### src/sv/adsr_pkg.sv
// ============================================================================
// adsr_pkg
// Shared constants and controller/datapath interface types for the linear
// ADSR envelope generator.
// ============================================================================
package adsr_pkg;

    // Default widths of the sample counters and of the envelope levels
    localparam int DEF_COUNT_WIDTH = 24;
    localparam int DEF_LEVEL_WIDTH = 16;

    // Configuration port geometry
    localparam int CFG_INDEX_WIDTH = 3;
    localparam int CFG_DATA_WIDTH  = 32;
    localparam int PHASE_WIDTH     = 3;

    // Register indexes
    localparam logic [CFG_INDEX_WIDTH-1:0] REG_PEAK    = 3'd0;
    localparam logic [CFG_INDEX_WIDTH-1:0] REG_SUSTAIN = 3'd1;
    localparam logic [CFG_INDEX_WIDTH-1:0] REG_ATTACK  = 3'd2;
    localparam logic [CFG_INDEX_WIDTH-1:0] REG_DECAY   = 3'd3;
    localparam logic [CFG_INDEX_WIDTH-1:0] REG_RELEASE = 3'd4;
    localparam logic [CFG_INDEX_WIDTH-1:0] REG_NOTE    = 3'd5;

    // Phase codes reported with each amplitude
    localparam logic [PHASE_WIDTH-1:0] PH_ATTACK  = 3'd0;
    localparam logic [PHASE_WIDTH-1:0] PH_DECAY   = 3'd1;
    localparam logic [PHASE_WIDTH-1:0] PH_SUSTAIN = 3'd2;
    localparam logic [PHASE_WIDTH-1:0] PH_RELEASE = 3'd3;
    localparam logic [PHASE_WIDTH-1:0] PH_REJECT  = 3'd4;
    localparam logic [PHASE_WIDTH-1:0] PH_IDLE    = 3'd5;

    // Commands from controller to datapath
    typedef struct packed {
        logic latch_in;   // capture the restart flag of an accepted transfer
        logic decide;     // form segment bounds and the note-fits flag
        logic classify;   // pick the segment, advance the sample counter
        logic multiply;   // form the interpolation product
        logic div_step;   // one quotient bit of the interpolation divide
        logic load_out;   // write the result into the output register
    } cmd_t;

    // Status from datapath to controller
    typedef struct packed {
        logic div_last;   // current divide step produces the final bit
    } status_t;

endpackage

### src/sv/adsr_ctrl.sv
// ============================================================================
// adsr_ctrl
// Sequencer for one sample: decide, classify, multiply, divide, then hand
// the result to the output register.
// ============================================================================
module adsr_ctrl
(
    input  logic              clk,
    input  logic              rst_n,
    input  logic              in_valid,
    output logic              in_ready,
    output logic              out_valid,
    input  logic              out_ready,
    output adsr_pkg::cmd_t    cmd,
    input  adsr_pkg::status_t status
);
    import adsr_pkg::*;

    localparam logic [2:0] S_IDLE   = 3'd0;
    localparam logic [2:0] S_DECIDE = 3'd1;
    localparam logic [2:0] S_CLASS  = 3'd2;
    localparam logic [2:0] S_MUL    = 3'd3;
    localparam logic [2:0] S_DIV    = 3'd4;
    localparam logic [2:0] S_FINISH = 3'd5;

    logic [2:0] state_reg;
    logic [2:0] state_next;
    logic       out_valid_reg;
    logic       out_valid_next;
    logic       out_free;

    // Output register is free when empty or being drained this cycle
    assign out_free  = !out_valid_reg || out_ready;
    assign in_ready  = (state_reg == S_IDLE);
    assign out_valid = out_valid_reg;

    // Next state and commands
    always_comb
    begin
        state_next = state_reg;
        cmd        = '0;
        unique case (state_reg)
            S_IDLE:
            begin
                if (in_valid)
                begin
                    cmd.latch_in = 1'b1;
                    state_next   = S_DECIDE;
                end
            end
            S_DECIDE:
            begin
                cmd.decide = 1'b1;
                state_next = S_CLASS;
            end
            S_CLASS:
            begin
                cmd.classify = 1'b1;
                state_next   = S_MUL;
            end
            S_MUL:
            begin
                cmd.multiply = 1'b1;
                state_next   = S_DIV;
            end
            S_DIV:
            begin
                cmd.div_step = 1'b1;
                if (status.div_last)
                begin
                    state_next = S_FINISH;
                end
            end
            S_FINISH:
            begin
                if (out_free)
                begin
                    cmd.load_out = 1'b1;
                    state_next   = S_IDLE;
                end
            end
            default:
            begin
                state_next = S_IDLE;
            end
        endcase
    end

    // Output valid flag
    always_comb
    begin
        out_valid_next = out_valid_reg;
        if (cmd.load_out)
        begin
            out_valid_next = 1'b1;
        end
        else if (out_ready)
        begin
            out_valid_next = 1'b0;
        end
    end

    always_ff @(posedge clk or negedge rst_n)
    begin
        if (!rst_n)
        begin
            state_reg     <= S_IDLE;
            out_valid_reg <= 1'b0;
        end
        else
        begin
            state_reg     <= state_next;
            out_valid_reg <= out_valid_next;
        end
    end

endmodule

### src/sv/adsr_datapath.sv
// ============================================================================
// adsr_datapath
// Configuration registers, sample counter, segment selection, interpolation
// multiplier and a restoring divider that yields one quotient bit per cycle.
// ============================================================================
module adsr_datapath
#(
    parameter int COUNT_WIDTH = adsr_pkg::DEF_COUNT_WIDTH,
    parameter int LEVEL_WIDTH = adsr_pkg::DEF_LEVEL_WIDTH
)
(
    input  logic                                  clk,
    input  logic                                  rst_n,
    input  adsr_pkg::cmd_t                        cmd,
    output adsr_pkg::status_t                     status,
    input  logic                                  cfg_write,
    input  logic [adsr_pkg::CFG_INDEX_WIDTH-1:0]  cfg_index,
    input  logic [adsr_pkg::CFG_DATA_WIDTH-1:0]   cfg_data,
    input  logic                                  restart,
    output logic [LEVEL_WIDTH-1:0]                amplitude,
    output logic [adsr_pkg::PHASE_WIDTH-1:0]      phase,
    output logic                                  last_sample
);
    import adsr_pkg::*;

    localparam int STEP_W   = $clog2(LEVEL_WIDTH);
    localparam int PROD_W   = LEVEL_WIDTH + COUNT_WIDTH;

    // Configuration registers
    logic [LEVEL_WIDTH-1:0] peak_reg;
    logic [LEVEL_WIDTH-1:0] sus_reg;
    logic [COUNT_WIDTH-1:0] atk_reg;
    logic [COUNT_WIDTH-1:0] dec_reg;
    logic [COUNT_WIDTH-1:0] rel_reg;
    logic [COUNT_WIDTH-1:0] note_reg;

    // Note state
    logic [COUNT_WIDTH-1:0] idx_reg;
    logic [COUNT_WIDTH-1:0] idx_next;
    logic                   active_reg;
    logic                   active_next;
    logic                   restart_reg;

    // Segment bounds
    logic                   fits_reg;
    logic [COUNT_WIDTH:0]   ad_reg;
    logic [COUNT_WIDTH-1:0] rs_reg;
    logic [COUNT_WIDTH+1:0] need;

    // Interpolation operands and staged result tags
    logic [LEVEL_WIDTH-1:0]  mag_reg;
    logic [LEVEL_WIDTH-1:0]  mag_next;
    logic [COUNT_WIDTH-1:0]  k_reg;
    logic [COUNT_WIDTH-1:0]  k_next;
    logic [COUNT_WIDTH-1:0]  div_reg;
    logic [COUNT_WIDTH-1:0]  div_next;
    logic [LEVEL_WIDTH-1:0]  base_reg;
    logic [LEVEL_WIDTH-1:0]  base_next;
    logic                    sub_reg;
    logic                    sub_next;
    logic [PHASE_WIDTH-1:0]  phase_reg;
    logic [PHASE_WIDTH-1:0]  phase_next;
    logic                    last_reg;
    logic                    last_next;

    // Classification signals
    logic [COUNT_WIDTH-1:0]  e_idx;
    logic [COUNT_WIDTH:0]    e_inc;
    logic                    act_now;
    logic                    end_now;

    // Divider
    logic [PROD_W-1:0]       prod;
    logic [COUNT_WIDTH-1:0]  rem_reg;
    logic [LEVEL_WIDTH-1:0]  quo_reg;
    logic [STEP_W-1:0]       step_reg;
    logic [COUNT_WIDTH:0]    trial;
    logic [COUNT_WIDTH:0]    trial_diff;
    logic                    trial_ge;

    // Output register
    logic [LEVEL_WIDTH-1:0]  amp_out_reg;
    logic [PHASE_WIDTH-1:0]  phase_out_reg;
    logic                    last_out_reg;

    // ------------------------------------------------------------------
    // Configuration writes; out-of-range indexes are dropped
    always_ff @(posedge clk or negedge rst_n)
    begin
        if (!rst_n)
        begin
            peak_reg <= '1;
            sus_reg  <= {1'b1, {(LEVEL_WIDTH-1){1'b0}}};
            atk_reg  <= '0;
            dec_reg  <= '0;
            rel_reg  <= '0;
            note_reg <= '0;
        end
        else if (cfg_write)
        begin
            unique case (cfg_index)
                REG_PEAK:    peak_reg <= cfg_data[LEVEL_WIDTH-1:0];
                REG_SUSTAIN: sus_reg  <= cfg_data[LEVEL_WIDTH-1:0];
                REG_ATTACK:  atk_reg  <= cfg_data[COUNT_WIDTH-1:0];
                REG_DECAY:   dec_reg  <= cfg_data[COUNT_WIDTH-1:0];
                REG_RELEASE: rel_reg  <= cfg_data[COUNT_WIDTH-1:0];
                REG_NOTE:    note_reg <= cfg_data[COUNT_WIDTH-1:0];
                default:     ;
            endcase
        end
    end

    // ------------------------------------------------------------------
    // Segment bounds; sum is wide enough that it cannot wrap
    assign need = {2'b00, atk_reg} + {2'b00, dec_reg} + {2'b00, rel_reg};

    always_ff @(posedge clk)
    begin
        if (cmd.latch_in)
        begin
            restart_reg <= restart;
        end
        if (cmd.decide)
        begin
            fits_reg <= (note_reg != '0) && ({2'b00, note_reg} >= need);
            ad_reg   <= {1'b0, atk_reg} + {1'b0, dec_reg};
            rs_reg   <= note_reg - rel_reg;
        end
    end

    // ------------------------------------------------------------------
    // Classification: which segment this sample sits in, and the counter
    assign e_idx   = restart_reg ? '0 : idx_reg;
    assign e_inc   = {1'b0, e_idx} + 1'b1;
    assign end_now = (e_inc >= {1'b0, note_reg});

    always_comb
    begin
        if (restart_reg)
        begin
            act_now = fits_reg;
        end
        else
        begin
            act_now = active_reg && fits_reg && (idx_reg < note_reg);
        end
    end

    always_comb
    begin
        mag_next   = '0;
        k_next     = '0;
        div_next   = {{(COUNT_WIDTH-1){1'b0}}, 1'b1};
        base_next  = '0;
        sub_next   = 1'b0;
        phase_next = PH_IDLE;
        last_next  = 1'b0;
        idx_next   = e_idx;
        active_next = 1'b0;

        if (restart_reg && !fits_reg)
        begin
            // too short or empty note
            phase_next = PH_REJECT;
            last_next  = 1'b1;
        end
        else if (act_now)
        begin
            last_next   = end_now;
            active_next = !end_now;
            idx_next    = end_now ? '0 : e_inc[COUNT_WIDTH-1:0];

            if (e_idx < atk_reg)
            begin
                phase_next = PH_ATTACK;
                mag_next   = peak_reg;
                k_next     = e_idx;
                div_next   = atk_reg;
            end
            else if ({1'b0, e_idx} < ad_reg)
            begin
                phase_next = PH_DECAY;
                k_next     = e_idx - atk_reg;
                div_next   = dec_reg;
                base_next  = peak_reg;
                if (peak_reg >= sus_reg)
                begin
                    mag_next = peak_reg - sus_reg;
                    sub_next = 1'b1;
                end
                else
                begin
                    mag_next = sus_reg - peak_reg;
                end
            end
            else if (e_idx < rs_reg)
            begin
                phase_next = PH_SUSTAIN;
                base_next  = sus_reg;
            end
            else
            begin
                phase_next = PH_RELEASE;
                mag_next   = sus_reg;
                k_next     = e_idx - rs_reg;
                div_next   = rel_reg;
                base_next  = sus_reg;
                sub_next   = 1'b1;
            end
        end
    end

    always_ff @(posedge clk or negedge rst_n)
    begin
        if (!rst_n)
        begin
            idx_reg    <= '0;
            active_reg <= 1'b0;
        end
        else if (cmd.classify)
        begin
            idx_reg    <= idx_next;
            active_reg <= active_next;
        end
    end

    always_ff @(posedge clk)
    begin
        if (cmd.classify)
        begin
            mag_reg   <= mag_next;
            k_reg     <= k_next;
            div_reg   <= div_next;
            base_reg  <= base_next;
            sub_reg   <= sub_next;
            phase_reg <= phase_next;
            last_reg  <= last_next;
        end
    end

    // ------------------------------------------------------------------
    // Product, then restoring divide. The quotient is below 2^LEVEL_WIDTH,
    // so the upper product bits start as a partial remainder below div.
    assign prod = {{COUNT_WIDTH{1'b0}}, mag_reg} * {{LEVEL_WIDTH{1'b0}}, k_reg};

    assign trial      = {rem_reg, quo_reg[LEVEL_WIDTH-1]};
    assign trial_ge   = (trial >= {1'b0, div_reg});
    assign trial_diff = trial - {1'b0, div_reg};

    assign status.div_last = (step_reg == '0);

    always_ff @(posedge clk)
    begin
        if (cmd.multiply)
        begin
            rem_reg  <= prod[PROD_W-1:LEVEL_WIDTH];
            quo_reg  <= prod[LEVEL_WIDTH-1:0];
            step_reg <= STEP_W'(LEVEL_WIDTH - 1);
        end
        else if (cmd.div_step)
        begin
            rem_reg  <= trial_ge ? trial_diff[COUNT_WIDTH-1:0] : trial[COUNT_WIDTH-1:0];
            quo_reg  <= {quo_reg[LEVEL_WIDTH-2:0], trial_ge};
            step_reg <= step_reg - 1'b1;
        end
    end

    // ------------------------------------------------------------------
    // Output register
    always_ff @(posedge clk)
    begin
        if (cmd.load_out)
        begin
            amp_out_reg   <= sub_reg ? (base_reg - quo_reg) : (base_reg + quo_reg);
            phase_out_reg <= phase_reg;
            last_out_reg  <= last_reg;
        end
    end

    assign amplitude   = amp_out_reg;
    assign phase       = phase_out_reg;
    assign last_sample = last_out_reg;

endmodule

### src/sv/adsr_envelope_generator.sv
// ============================================================================
// adsr_envelope_generator
// Each tick runs through decide, classify, multiply and the divider, which
// retires one quotient bit per cycle; a new tick is taken only when idle,
// after the previous result is loaded into a free output register.
// Reset: registers take their default levels and zero lengths, no note is
// active, and the output register is empty.
// ============================================================================
module adsr_envelope_generator
#(
    parameter int COUNT_WIDTH = adsr_pkg::DEF_COUNT_WIDTH,
    parameter int LEVEL_WIDTH = adsr_pkg::DEF_LEVEL_WIDTH
)
(
    input  logic                                  clk,
    input  logic                                  rst_n,
    // configuration write channel
    input  logic                                  cfg_valid,
    output logic                                  cfg_ready,
    input  logic [adsr_pkg::CFG_INDEX_WIDTH-1:0]  cfg_index,
    input  logic [adsr_pkg::CFG_DATA_WIDTH-1:0]   cfg_data,
    // sample tick channel
    input  logic                                  in_valid,
    output logic                                  in_ready,
    input  logic                                  restart,
    // envelope channel
    output logic                                  out_valid,
    input  logic                                  out_ready,
    output logic [LEVEL_WIDTH-1:0]                amplitude,
    output logic [adsr_pkg::PHASE_WIDTH-1:0]      phase,
    output logic                                  last_sample
);
    import adsr_pkg::*;

    cmd_t    cmd;
    status_t status;

    // Register writes always complete in one transfer
    assign cfg_ready = 1'b1;

    adsr_ctrl u_ctrl
    (
        .clk       (clk),
        .rst_n     (rst_n),
        .in_valid  (in_valid),
        .in_ready  (in_ready),
        .out_valid (out_valid),
        .out_ready (out_ready),
        .cmd       (cmd),
        .status    (status)
    );

    adsr_datapath
    #(
        .COUNT_WIDTH (COUNT_WIDTH),
        .LEVEL_WIDTH (LEVEL_WIDTH)
    )
    u_datapath
    (
        .clk         (clk),
        .rst_n       (rst_n),
        .cmd         (cmd),
        .status      (status),
        .cfg_write   (cfg_valid && cfg_ready),
        .cfg_index   (cfg_index),
        .cfg_data    (cfg_data),
        .restart     (restart),
        .amplitude   (amplitude),
        .phase       (phase),
        .last_sample (last_sample)
    );

endmodule

### config.mk
export PLATFORM = sky130hd
export DESIGN_NAME = adsr_envelope_generator
export DESIGN_NICKNAME = d
export VERILOG_FILES = /design/src/sv/adsr_pkg.sv /design/src/sv/adsr_ctrl.sv /design/src/sv/adsr_datapath.sv /design/src/sv/adsr_envelope_generator.sv
export SDC_FILE = /design/constraint.sdc
export NUM_CORES = 2
export LEC_CHECK = 0
export BUFFER_PORTS_ARGS = -buffer_cell sky130_fd_sc_hd__buf_2
export CORE_MARGIN = 1
export CORE_UTILIZATION = 55
export DETAILED_ROUTE_END_ITERATION = 6
export PLACE_DENSITY = 0.71
export SYNTH_ARGS = -nofsm -noshare
export SYNTH_HDL_FRONTEND = slang
export SYNTH_SLANG_ARGS = --single-unit
### constraint.sdc
create_clock -name clk -period 7.4 [get_ports clk]
set_clock_uncertainty 0.15 [all_clocks]
set_input_delay 1.11 -clock clk [delete_from_list [all_inputs] [get_ports clk]]
set_output_delay 1.11 -clock clk [all_outputs]
set_load 0.02 [all_outputs]
# ---- Word-level counts from Yosys, hierarchy flattened
# Index checks and enable logic that the tools add are counted.
# W data, S select, Z words.
dict set report totals {
  ff_bits 357
  latchBits 0
  ram_bits 0
  mem_bits_ro 0
  wordCells 135
  n_memories 0
}
dict set report classes {
  n_addsub 13
  n_mul 1
  n_div 0
  magnitude_cmp 8
  n_eq_ne 13
  n_shift 0
  n_mux 46
  bitwise_logic 1
  n_reduce_logical 24
}
# operator count
set op_table {}
lappend op_table {{$mux W24} 13}
lappend op_table {{$mux W16} 8}
lappend op_table {{$sub A24 B24 Y24} 4}
lappend op_table {{$lt A24 B24 Y1} 3}
lappend op_table {{$add A24 B24 Y25} 2}
lappend op_table {{$ge A25 B24 Y1} 2}
lappend op_table {{$sub A16 B16 Y16} 3}
lappend op_table {{$mul A16 B24 Y40} 1}
lappend op_table {{$add A26 B24 Y26} 1}
lappend op_table {{$ge A24 B26 Y1} 1}
lappend op_table {{$add A24 B1 Y25 const B} 1}
lappend op_table {{$lt A24 B25 Y1} 1}
lappend op_table {{$reduce_bool A24 Y1} 1}
lappend op_table {{$mux W1} 19}
lappend op_table {{$pmux W3 S6} 1}
lappend op_table {{$add A16 B16 Y16} 1}
lappend op_table {{$ge A16 B16 Y1} 1}
lappend op_table {{$mux W3} 5}
lappend op_table {{$eq A3 B2 Y1 const B} 4}
lappend op_table {{$eq A3 B3 Y1 const B} 4}
lappend op_table {{$reduce_and A2 Y1} 6}
lappend op_table {{$eq A3 B1 Y1 const B} 2}
lappend op_table {{$logic_not A3 Y1} 2}
lappend op_table {{$logic_and A1 B1 Y1} 4}
lappend op_table {{12 further kinds} 16}

# ---- Logic depth before layout (Yosys ltp)
dict set report logic_depth {
  depth_word 6
  mapped_depth 28
}

# ---- Hierarchy
# Synthesis repeated with hierarchy kept, for this count alone.
dict set report unflattened {
  hier_cells 4243
  hier_area_um2 38969.9
}
# mod instances cells_each area_per_inst_um2
set by_module_without_submodules {}
lappend by_module_without_submodules {adsr_datapath 1 4216 38724.6}
lappend by_module_without_submodules {adsr_ctrl 1 25 234.0}
lappend by_module_without_submodules {adsr_envelope_generator 1 2 11.3}

# ---- Worst setup path before layout
# OpenSTA, ideal clock, no wires.
dict set report synth_timing {
  kind {flip-flop to flip-flop}
  startpoint {register u_datapath.k_reg[18]}
  endpoint {register u_datapath.rem_reg[20] (data pin)}
  setup_ns 0.268
  arrival_time_ns 6.229
  slack_ns 0.754
  path_stages_with_launch 25
  n_path_buf 1
  synth_period_minus_slack_ns 6.646
  path_cell_list {edfxtp_1 -> clkbuf_1 -> nand2_1 -> fa_1 -> inv_1 -> fa_1 -> inv_1 -> fa_1 -> fa_1 -> inv_1 -> fa_1 -> inv_1 -> fa_1 -> inv_1 -> ha_1 -> a21oi_1 -> o21ai_0 -> a2111oi_0 -> o31ai_1 -> a211oi_1 -> o21bai_1 -> a21o_1 -> a21boi_0 -> xor2_1 -> o21ai_0}
}
dict set report synth_between {
  elab_chain_cells 2
}
# item line_no
set synth_lines {}
lappend synth_lines {{start: declaration} adsr_datapath.sv:53} ;# logic [COUNT_WIDTH-1:0] k_reg;
lappend synth_lines {{start signal: assignment} adsr_datapath.sv:232} ;# k_reg <= k_next;
lappend synth_lines {{$mul A16 B24 Y40} adsr_datapath.sv:244} ;# assign prod = {{COUNT_WIDTH{1'b0}}, mag_reg} * {{LEVEL_WIDTH{1'b0}}, k_reg};
lappend synth_lines {{$mux W24} adsr_datapath.sv:254} ;# if (cmd.multiply)
lappend synth_lines {{end signal: assignment} adsr_datapath.sv:256} ;# rem_reg <= prod[PROD_W-1:LEVEL_WIDTH];
lappend synth_lines {{end signal: assignment} adsr_datapath.sv:262} ;# rem_reg <= trial_ge ? trial_diff[COUNT_WIDTH-1:0] : trial[COUNT_WIDTH-1:0];
lappend synth_lines {{end: declaration} adsr_datapath.sv:74} ;# logic [COUNT_WIDTH-1:0] rem_reg;
# No other way between the ends.
# A chain may end at the register's enable or synchronous reset.

# ---- Final worst setup path
dict set report layout_timing {
  startpoint {register u_datapath.mag_reg[13]}
  endpoint {register u_datapath.rem_reg[20] (data pin)}
}
dict set report layout_between {
  elab_chain_cells 2
}
# item line_no
set layout_lines {}
lappend layout_lines {{start: declaration} adsr_datapath.sv:51} ;# logic [LEVEL_WIDTH-1:0] mag_reg;
lappend layout_lines {{start signal: assignment} adsr_datapath.sv:231} ;# mag_reg <= mag_next;
lappend layout_lines {{$mul A16 B24 Y40} adsr_datapath.sv:244}
lappend layout_lines {{$mux W24} adsr_datapath.sv:254}
# No other way between the ends.

==> flow_summary.toml <==
[route]
wl_per_cell_um = 20.0
vias = 31100
drcViolationCount = 0
dr.pass1.iters = 6
postRouteAntennaNets = 0
drtIter0Drc = 2723
totalWireLength_um = 106000
viasPerCell = 5.89

[clock_network]
cts_max_level = 2
path_clk_slew_ns = 0.06
clk_path_buf_depth = 3
tritoncts = "yes"
numClockSinks = 357
clk_latency_ns = 0.58
numCtsBuffers = 40
cts_root_buffer = "clkbuf_16"

[final_layout]
mostFrequentLayoutCells = "inv_1, nand2_1, ha_1, fa_1, o21ai_0"
largest_reg_flops = 25
nNetsFinal = 5071
layout_commonest_cell = "inv_1"
drive_gt1_share_pct = 8.78
stdcell_count = 5282
area_delta_synth_final_pct = 9.21

[synthesis]
synth_fp_nets = 5005
synth-seq-cells = 357
async_reset_ff_share_pct = 44.0
ys_warn_count = 0
netlist_instances = 4251
synth-main-ff-cell = "edfxtp_1"
ys_types = 89
synth_edf_count = 196
ys_seq_area_share_pct = 25.7
syn-cell-area_um2 = 38600
avgSynthCellArea_um2 = 9.08

[grt]
first_global_vias = 31000
antenna_found_initial = 5
overflow = 0
grt_pass1_wl_um = 170000
grt_max_degree = 100
grt_use_total_pct = 30.5

[critical_path]
rr_worst_depth = 22
path_max_fanout = 12
cp-startpoint = "u_datapath.mag_reg[13]"
endpoint = "u_datapath.rem_reg[20]"
reg2reg_to = "u_datapath.rem_reg[20]"
required_ns = 7.53
path_class = "reg -> reg"
worstSetupEndpointType = "flop"
ff2ff_setup_slack_ns = 0.28
r2r-start = "u_datapath.mag_reg[13]"
cp.arrival_ns = 7.24
cp-start-kind = "flop"

[timing]
slew_headroom_pct = 25.0
setup_tns_ns = 0
timing.fmax_mhz = 141
period_share_pct = 96.2
rsz0062_at_grt = "no"
setup_viol = 0
finalHoldViolCount = 0
fin_crit_ns = 7.12
tightest_slew_ns = 1.12
slew_violations = 0

[floorplan]
die_height_um = 267
start_util_pct = 55.9
dieArea_um2 = 71200
die_x_um = 267
row_count = 96
io_pins = 64
fp.coreArea_um2 = 69100

[run]
maxCapViolCount = 0

[worst_hold_path]
hold_path.class = "reg -> reg"

[place]
hpwl_um = 83600
gp_congestion = 0.946
dp_cells = 5190
portBuffers = 54

[run_status]
outcome = "completed"
[logic make-up after synthesis]
kind of cell	after synthesis	share of synthesized area, %
other	1	0.00972
buffers and inverters	756	7.51
AOI/OAI and AO/OA	925	15.5
and+or+nand+nor	1210	15.0
muxes	79	2.24
adders and majority gates	713	29.2
xor gates and xnor gates	210	4.77
DFF	357	25.7
[timing repair]
action                                 CTS  global route
buffers inserted                         0            16
gates resized for setup                  0             2
endpoints found under the hold margin    0             0
hold buffers                             0             0
setup endpoints to repair                0             3
[stage by stage]
step / utilization (%) / worst slack, ns / instance area (um2) / hold WS [ns]
after floorplan: - / 0.754 / 38600 / 0.250
after global placement: 58.5 / 0.232 / 40400 / 0.255
after detailed placement: 58.5 / 0.152 / 40400 / 0.261
after CTS: 60.7 / 0.134 / 41900 / 0.277
after global routing: 61.0 / 0.0290 / 42100 / 0.295
final: 61.0 / 0.284 / 42100 / 0.282
[critical path: stages (launching register included)]
cell	delay, ns
edfxtp_1	0.61
and2_1	0.26
fa_1	0.51
fa_1	0.52
fa_1	0.55
fa_1	0.56
fa_1	0.55
inv_1	0.05
fa_1	0.53
inv_1	0.04
ha_1	0.30
a21oi_1	0.18
o21ai_0	0.11
a2111oi_1	0.48
buf_4	0.19
o31ai_1	0.07
a211oi_1	0.22
buf_4	0.15
o21bai_1	0.06
a21o_1	0.19
a21boi_0	0.22
xor2_1	0.20
o21ai_0	0.10
[cell type report]
cell class / instances / area (um2)
inverter: 585 / 2200
fill: 5948 / 26900
timing repair buffer: 195 / 1520
tap: 931 / 1160
sequential: 357 / 9920
antenna: 2 / 5.00
multi-input combinational: 3138 / 25800
clock inverter: 18 / 312
clock buffer: 56 / 1190
[synth_stat cells (29+ instances only)]
library cell,count,area share (%)
inv_1,584,5.7
nand2_1,486,4.7
ha_1,398,13
fa_1,315,16
o21ai_0,250,3.2
a21oi_1,218,2.8
nor2_1,205,2.0
edfxtp_1,196,15
and2_1,172,2.8
clkbuf_1,142,1.4
dfrtp_1,140,9.1
xnor2_1,137,3.1
a21o_1,102,2.0
a211oi_1,77,1.5
xor2_1,73,1.7
a221oi_1,64,1.5
nand3_1,63,0.82
mux2_2,58,1.7
nor3_1,58,0.75
nor2b_1,53,0.86
o21a_1,35,0.68
and3_1,33,0.53
nand2b_1,31,0.50
o21bai_1,29,0.56
[layer usage]
layer  track usage, %  up-vias  part of all wire, %
li1                 -    14600                    -
met1             42.9    15200                   44
met2             49.3     1120                   46
met3             3.62      155                  7.2
met4             9.49        2                  2.9
met5                0        -               0.0094
[worst min path at each step]
stage | from | endpoint | slack [ns] | depth (start not counted)
CTS | u_datapath.phase_reg[0] | u_datapath.phase[0] | 0.28 | 0
global route | u_datapath.phase_reg[0] | u_datapath.phase[0] | 0.29 | 0
global placement | u_datapath.phase_reg[0] | u_datapath.phase[0] | 0.25 | 0
finish | u_datapath.phase_reg[1] | u_datapath.phase[1] | 0.28 | 0
detailed placement | u_datapath.phase_reg[0] | u_datapath.phase[0] | 0.26 | 0
floorplan | u_datapath.last_reg | u_datapath.last_sample | 0.25 | 0
Power is not shown: default switching activity piles up to over one toggle a cycle in this logic, so the estimate is an artifact.
